$ cat config.mk
export PLATFORM = sky130hd
export DESIGN_NAME = ordq_cell
export DESIGN_NICKNAME = d
export VERILOG_FILES = /design/src/rtl/core/ordq_pkg.sv /design/src/rtl/core/ordq_cell.sv
export SDC_FILE = /design/constraint.sdc
export NUM_CORES = 1
export LEC_CHECK = 0
export BUFFER_PORTS_ARGS = -buffer_cell sky130_fd_sc_hd__buf_2
export CORE_AREA = 2 2 103 105
export DETAILED_ROUTE_END_ITERATION = 6
export DIE_AREA = 0 0 105 107
export PLACE_DENSITY = 0.71
export SYNTH_ARGS = -nofsm -noshare
export SYNTH_HDL_FRONTEND = slang
export SYNTH_SLANG_ARGS = --single-unit
export TNS_END_PERCENT = 10
$ cat constraint.sdc
create_clock -name aclk -period 5.52 [get_ports aclk]
set_clock_uncertainty 0.05 [all_clocks]
set_input_delay 0 -clock aclk [delete_from_list [all_inputs] [get_ports aclk]]
set_output_delay 0 -clock aclk [all_outputs]
set_load 0.01 [all_outputs]
$ cat src/rtl/core/ordq_pkg.sv
// Shared constants, command codes and cell control type for the output-restricted deque.
package ordq_pkg;

    localparam int DEPTH  = 256;
    localparam int WORD_W = 64;
    localparam int CMD_W  = 3;
    localparam int CNT_W  = $clog2(DEPTH + 1);

    localparam int S_DATA_W = ((CMD_W + WORD_W + 7) / 8) * 8;
    localparam int M_BITS   = 1 + WORD_W + 1 + CNT_W;
    localparam int M_DATA_W = ((M_BITS + 7) / 8) * 8;

    localparam logic [CMD_W-1:0] CMD_PUSH   = 3'd0;
    localparam logic [CMD_W-1:0] CMD_APPEND = 3'd1;
    localparam logic [CMD_W-1:0] CMD_REMOVE = 3'd2;
    localparam logic [CMD_W-1:0] CMD_FIRST  = 3'd3;
    localparam logic [CMD_W-1:0] CMD_LAST   = 3'd4;
    localparam logic [CMD_W-1:0] CMD_CLEAR  = 3'd5;

    // One-hot row command broadcast to every cell.
    typedef struct packed {
        logic push;
        logic append;
        logic remove;
        logic clear;
    } ctrl_t;

endpackage

$ cat src/rtl/core/ordq_cell.sv
// One storage cell of the deque row: a word and its occupied flag.
module ordq_cell
    import ordq_pkg::*;
(
    input  logic              aclk,
    input  logic              aresetn,
    input  ctrl_t             ctrl,
    input  logic [WORD_W-1:0] in_word,
    input  logic              left_occ,
    input  logic [WORD_W-1:0] left_word,
    input  logic              right_occ,
    input  logic [WORD_W-1:0] right_word,
    output logic              occ,
    output logic [WORD_W-1:0] word
);

    logic              occ_reg;
    logic [WORD_W-1:0] word_reg;
    logic              tail_hit;

    // First free slot just behind the occupied run takes an appended word.
    assign tail_hit = ctrl.append && !occ_reg && left_occ;

    always_ff @(posedge aclk) begin
        if (!aresetn) begin
            occ_reg <= 1'b0;
        end else if (ctrl.clear) begin
            occ_reg <= 1'b0;
        end else if (ctrl.push) begin
            occ_reg <= left_occ;
        end else if (ctrl.remove) begin
            occ_reg <= right_occ;
        end else if (tail_hit) begin
            occ_reg <= 1'b1;
        end
    end

    always_ff @(posedge aclk) begin
        if (ctrl.push) begin
            word_reg <= left_word;
        end else if (ctrl.remove) begin
            word_reg <= right_word;
        end else if (tail_hit) begin
            word_reg <= in_word;
        end
    end

    assign occ  = occ_reg;
    assign word = word_reg;

endmodule

# Yosys cells after proc, flatten, opt, wreduce, memory -nomap -nowiden

Index checks and enable logic that the tools add are counted.

Add/subtract/negate cells: 0
Multipliers: 0
Div/mod/pow operators: 0
Magnitude comparators: 0
Eq/ne operators: 0
Shift-type cells: 0
Mux-type cells: 6
Bitwise operators: 1
Reduce and logical (&&, ||, !) cells: 5

Operators with widths:

| operator            | count |
|---|---|
| $mux W64            | 3 |
| $mux W1             | 3 |
| $reduce_bool A3 Y1  | 1 |
| $logic_and A1 B1 Y1 | 2 |
| $reduce_or A2 Y1    | 1 |
| $logic_not A1 Y1    | 1 |
| $not A1 Y1          | 1 |

Register bits after elaboration: 65
Latch bits: 0
Bits in writable memories: 0
Memory bits (read-only): 0
Output and inout port bits: 65
Memories kept: 0

# Logic depth before layout (Yosys ltp)

Word-level depth: 6
Gate-level depth with buffers: 5

# Least setup slack after synthesis

Ideal clock, no wire load.

Path kind: register to register
Start point: register occ_reg, in the netlist occ
End point: register word_reg[0], in the netlist word[0] (enable)
Library setup time: 574 ps
Data arrival time: 4862 ps
Required time: 4896 ps
Path slack: 34 ps
Stages on the path, launching flop included: 2
Cells stage by stage: dfxtp_1 > o21ai_0

Word-level cells in the longest chain between the ends: 4

RTL lines:

| what                             | RTL line        | source |
|---|---|---|
| from (decl)                      | ordq_cell.sv:17 | `logic occ_reg;` |
| from (signal assigned)           | ordq_cell.sv:30 | `occ_reg <= left_occ;` |
| from (signal assigned)           | ordq_cell.sv:32 | `occ_reg <= right_occ;` |
| $logic_not A1 Y1                 | ordq_cell.sv:22 | `assign tail_hit = ctrl.append && !occ_reg && left_occ;` |
| $logic_and A1 B1 Y1 (2 in a row) | ordq_cell.sv:22 |  |
| $reduce_bool A3 Y1 (no line)     | -               |  |
| to (signal assigned)             | ordq_cell.sv:40 | `word_reg <= left_word;` |
| to (signal assigned)             | ordq_cell.sv:42 | `word_reg <= right_word;` |
| to (signal assigned)             | ordq_cell.sv:44 | `word_reg <= in_word;` |
| to (decl)                        | ordq_cell.sv:18 | `logic [WORD_W-1:0] word_reg;` |

No other way between the ends.
A chain may end at the register's enable or synchronous reset.

# Worst setup path after layout

Start point: input port ctrl[1] (netlist name)
End point: register word_reg[25], in the netlist word[25], data pin

Word-level cells in the longest chain between the ends: 2

RTL lines:

| what        | RTL line        | source |
|---|---|---|
| from (decl) | ordq_cell.sv:7  | `input ctrl_t ctrl,` |
| $mux W64    | ordq_cell.sv:41 | `end else if (ctrl.remove) begin` |
| $mux W64    | ordq_cell.sv:39 | `if (ctrl.push) begin` |

No other way between the ends.

==> results.sh <==
export IMPL_drt_pass1_iter_count=4
export IMPL_synth_xor_area_frac=0
export IMPL_fin_tns_setup_ps=0
export IMPL_drc=0
export IMPL_cp_end_kind="flop"
export IMPL_yosysTopAreaCellShare=0.578
export IMPL_grt_pass1_vias=3775
export IMPL_hold_viol_final=0
export IMPL_numPortBuffers=264
export IMPL_antenna_found_initial=0
export IMPL_synthTopCellsByArea="edfxtp_1 (58%), mux2i_1 (19%), o21ai_0 (9.8%)"
export IMPL_relSlewSlack=0.468
export IMPL_synthAdderAreaFrac=0
export IMPL_start_kind="input pin"
export IMPL_gp_congestion=0.801
export IMPL_clock_latency_ps=320
export IMPL_max_freq_mhz=492
export IMPL_grt_total_usage=0.201
export IMPL_synth_top_family_by_area="multiplexers"
export IMPL_dp_slack_ps=3720
export IMPL_dieArea_um2=11200
export IMPL_drv_cap=0
export IMPL_vdd_drop_max_uv=104
export IMPL_cts_buffer_depth=2
export IMPL_syn_nets=487
export IMPL_yosysSeqAreaShare=0.584
export IMPL_max_slew_worst_pin_slew_ps=799
export IMPL_drive_above_1_share=0.429
export IMPL_core_area_um2=10100
export IMPL_synth_flop_cell="edfxtp_1"
export IMPL_numCtsBuffers=9
export IMPL_cp_data_required_time_ps=5550
export IMPL_power_density_nw_per_um2=228
export IMPL_vias=3662
export IMPL_leakagePower_nw=2.93
export IMPL_drv_slew=0
export IMPL_outcome="finished, final reports clean"
export IMPL_drtAntennaViolNets=0
export IMPL_num_nets_final=850
export IMPL_hold_class="in2reg"
export IMPL_synth_common_cells="nand2_1 (65), o21ai_0 (65), edfxtp_1 (64), mux2i_1 (64), clkbuf_1 (9)"
export IMPL_drt_iter0_markers=156
export IMPL_vias_per_cell=4.62
export IMPL_synth_simple_area_share=0.0786
export IMPL_initial_utilization=0.330
export IMPL_muxShareOfSynthArea=0.193
export IMPL_cts_root_buf="clkbuf_8"
export IMPL_fin_crit_sh=0.368
export IMPL_cts_sinks=65
export IMPL_area_delta_synth_final_pct=80.6
export IMPL_overflow=0
export IMPL_cts_max_level=3
export IMPL_ys_types=16
export IMPL_async_flop_share=0
export IMPL_synth_top_cell_by_area="edfxtp_1"
export IMPL_cts_tree="yes"
export IMPL_num_rows=37
export IMPL_synth_seq_cells=65
export IMPL_fin_ws_ps=3490
export IMPL_post_cts_setup_buffers=0
export IMPL_synth_compound_area_frac=0.103
export IMPL_wl_mm=11.5
export IMPL_ys_warnings_count=0
export IMPL_fp_dieW_um=105
export IMPL_largest_reg_flops=64
export IMPL_grt_pass1_wl_mm=17.6
export IMPL_path_class="in2reg"
export IMPL_finalSetupViolCount=0
export IMPL_rsz0062_at_grt="false"
export IMPL_crit_fanout=38
export IMPL_avgSynthCellArea_um2=11.6
export IMPL_floorplan_io_pins=265
export IMPL_synthesis_area_um2=3330
export IMPL_place_hpwl_mm=7.52
export IMPL_cp_arrival_ps=2060
export IMPL_period_minus_slack_ps=2030
export IMPL_grt_max_degree=73
export IMPL_postSynthCellCount=287
export IMPL_routedWlPerCell_um=14.5
export IMPL_synth_edff_count=64
export IMPL_path_clk_slew_ps=70
export IMPL_die_h_um=107
[worst max-delay path: stages]
cell	delay [ps]
buf_4	420
buf_4	630
mux2i_1	270
o21ai_0	110
dlygate4sd3_1	590
[layout by cell type (no fill, tap or decap)]
master,instances
a2111oi_0,1
a2111oi_1,1
buf_2,262
buf_4,5
bufinv_16,2
clkbuf_1,2
clkbuf_8,9
clkinv_1,1
clkinv_4,1
clkinvlp_4,1
dfxtp_1,1
diode_2,1
dlygate4sd3_1,107
edfxtp_1,64
inv_1,1
mux2i_1,64
nand2_1,65
nand2b_1,1
nor2_1,1
nor3b_1,1
o21ai_0,64
o21ai_4,1
[logic make-up (layout without fill, tap and decap cells)]
logic type / count (synthesis) / after routing
simple gates: 68 / 68
flops: 65 / 65
compound gates: 67 / 67
buf+inv: 23 / 391
mux: 64 / 64
other cells: 0 / 1
[stage by stage]
stage                     area, um2  hold slack, ps  std cells  power (W)   util
after floorplan                3330            89.1        287   0.000740      -
after global placement         4720             199        668   0.000863  0.468
after detailed placement       4720             213        668   0.000871  0.468
after CTS                      6000           0.943        791    0.00137  0.595
after global routing           6000            5.01        791    0.00143  0.595
final                          6010            5.62        792    0.00137  0.595
[path summary, 6_finish.rpt]
check                                     endpoint  cells past startpoint  slack (ps)              from
worst max-delay path            word[25]$_DFFE_PP_                      5        3490           ctrl[1]
worst min-delay path             word[2]$_DFFE_PP_                      3           6        in_word[2]
worst max register to register    occ$_SDFFE_PP0P_                      3        3830  occ$_SDFFE_PP0P_
worst min register to register   word[7]$_DFFE_PP_                      2        1060  occ$_SDFFE_PP0P_
[where the power goes]
part           leakage (nW)  internal [W]  switching [W]
Combinational          2.15      0.000179       0.000142
Sequential            0.679      0.000601      0.0000123
Clock                 0.101      0.000254       0.000178
Total                  2.93       0.00103       0.000333
[final cells by class]
type | count | area [um2]
diodes | 1 | 2.50
clock buffers | 11 | 131
clock inverters | 5 | 80.1
fillers | 846 | 4090
inverters | 1 | 3.75
multi-input cells | 199 | 1260
flip-flops and latches | 65 | 1940
well taps | 136 | 170
repair buffers | 374 | 2420
[per-layer routing]
layer	up-vias	routed length (um)	GRT usage
met5	-	0	0
met1	1672	4010	0.199
met2	190	6210	0.387
met4	0	322	0.0829
li1	1771	-	-
met3	29	969	0.0614
[repair_timing]
item / 4_1_cts / 5_1_grt
endpoints found under the hold margin: 65 / 0
gates resized for setup: 0 / 0
hold buffers: 107 / 0
(Power assumes the default switching activity.)
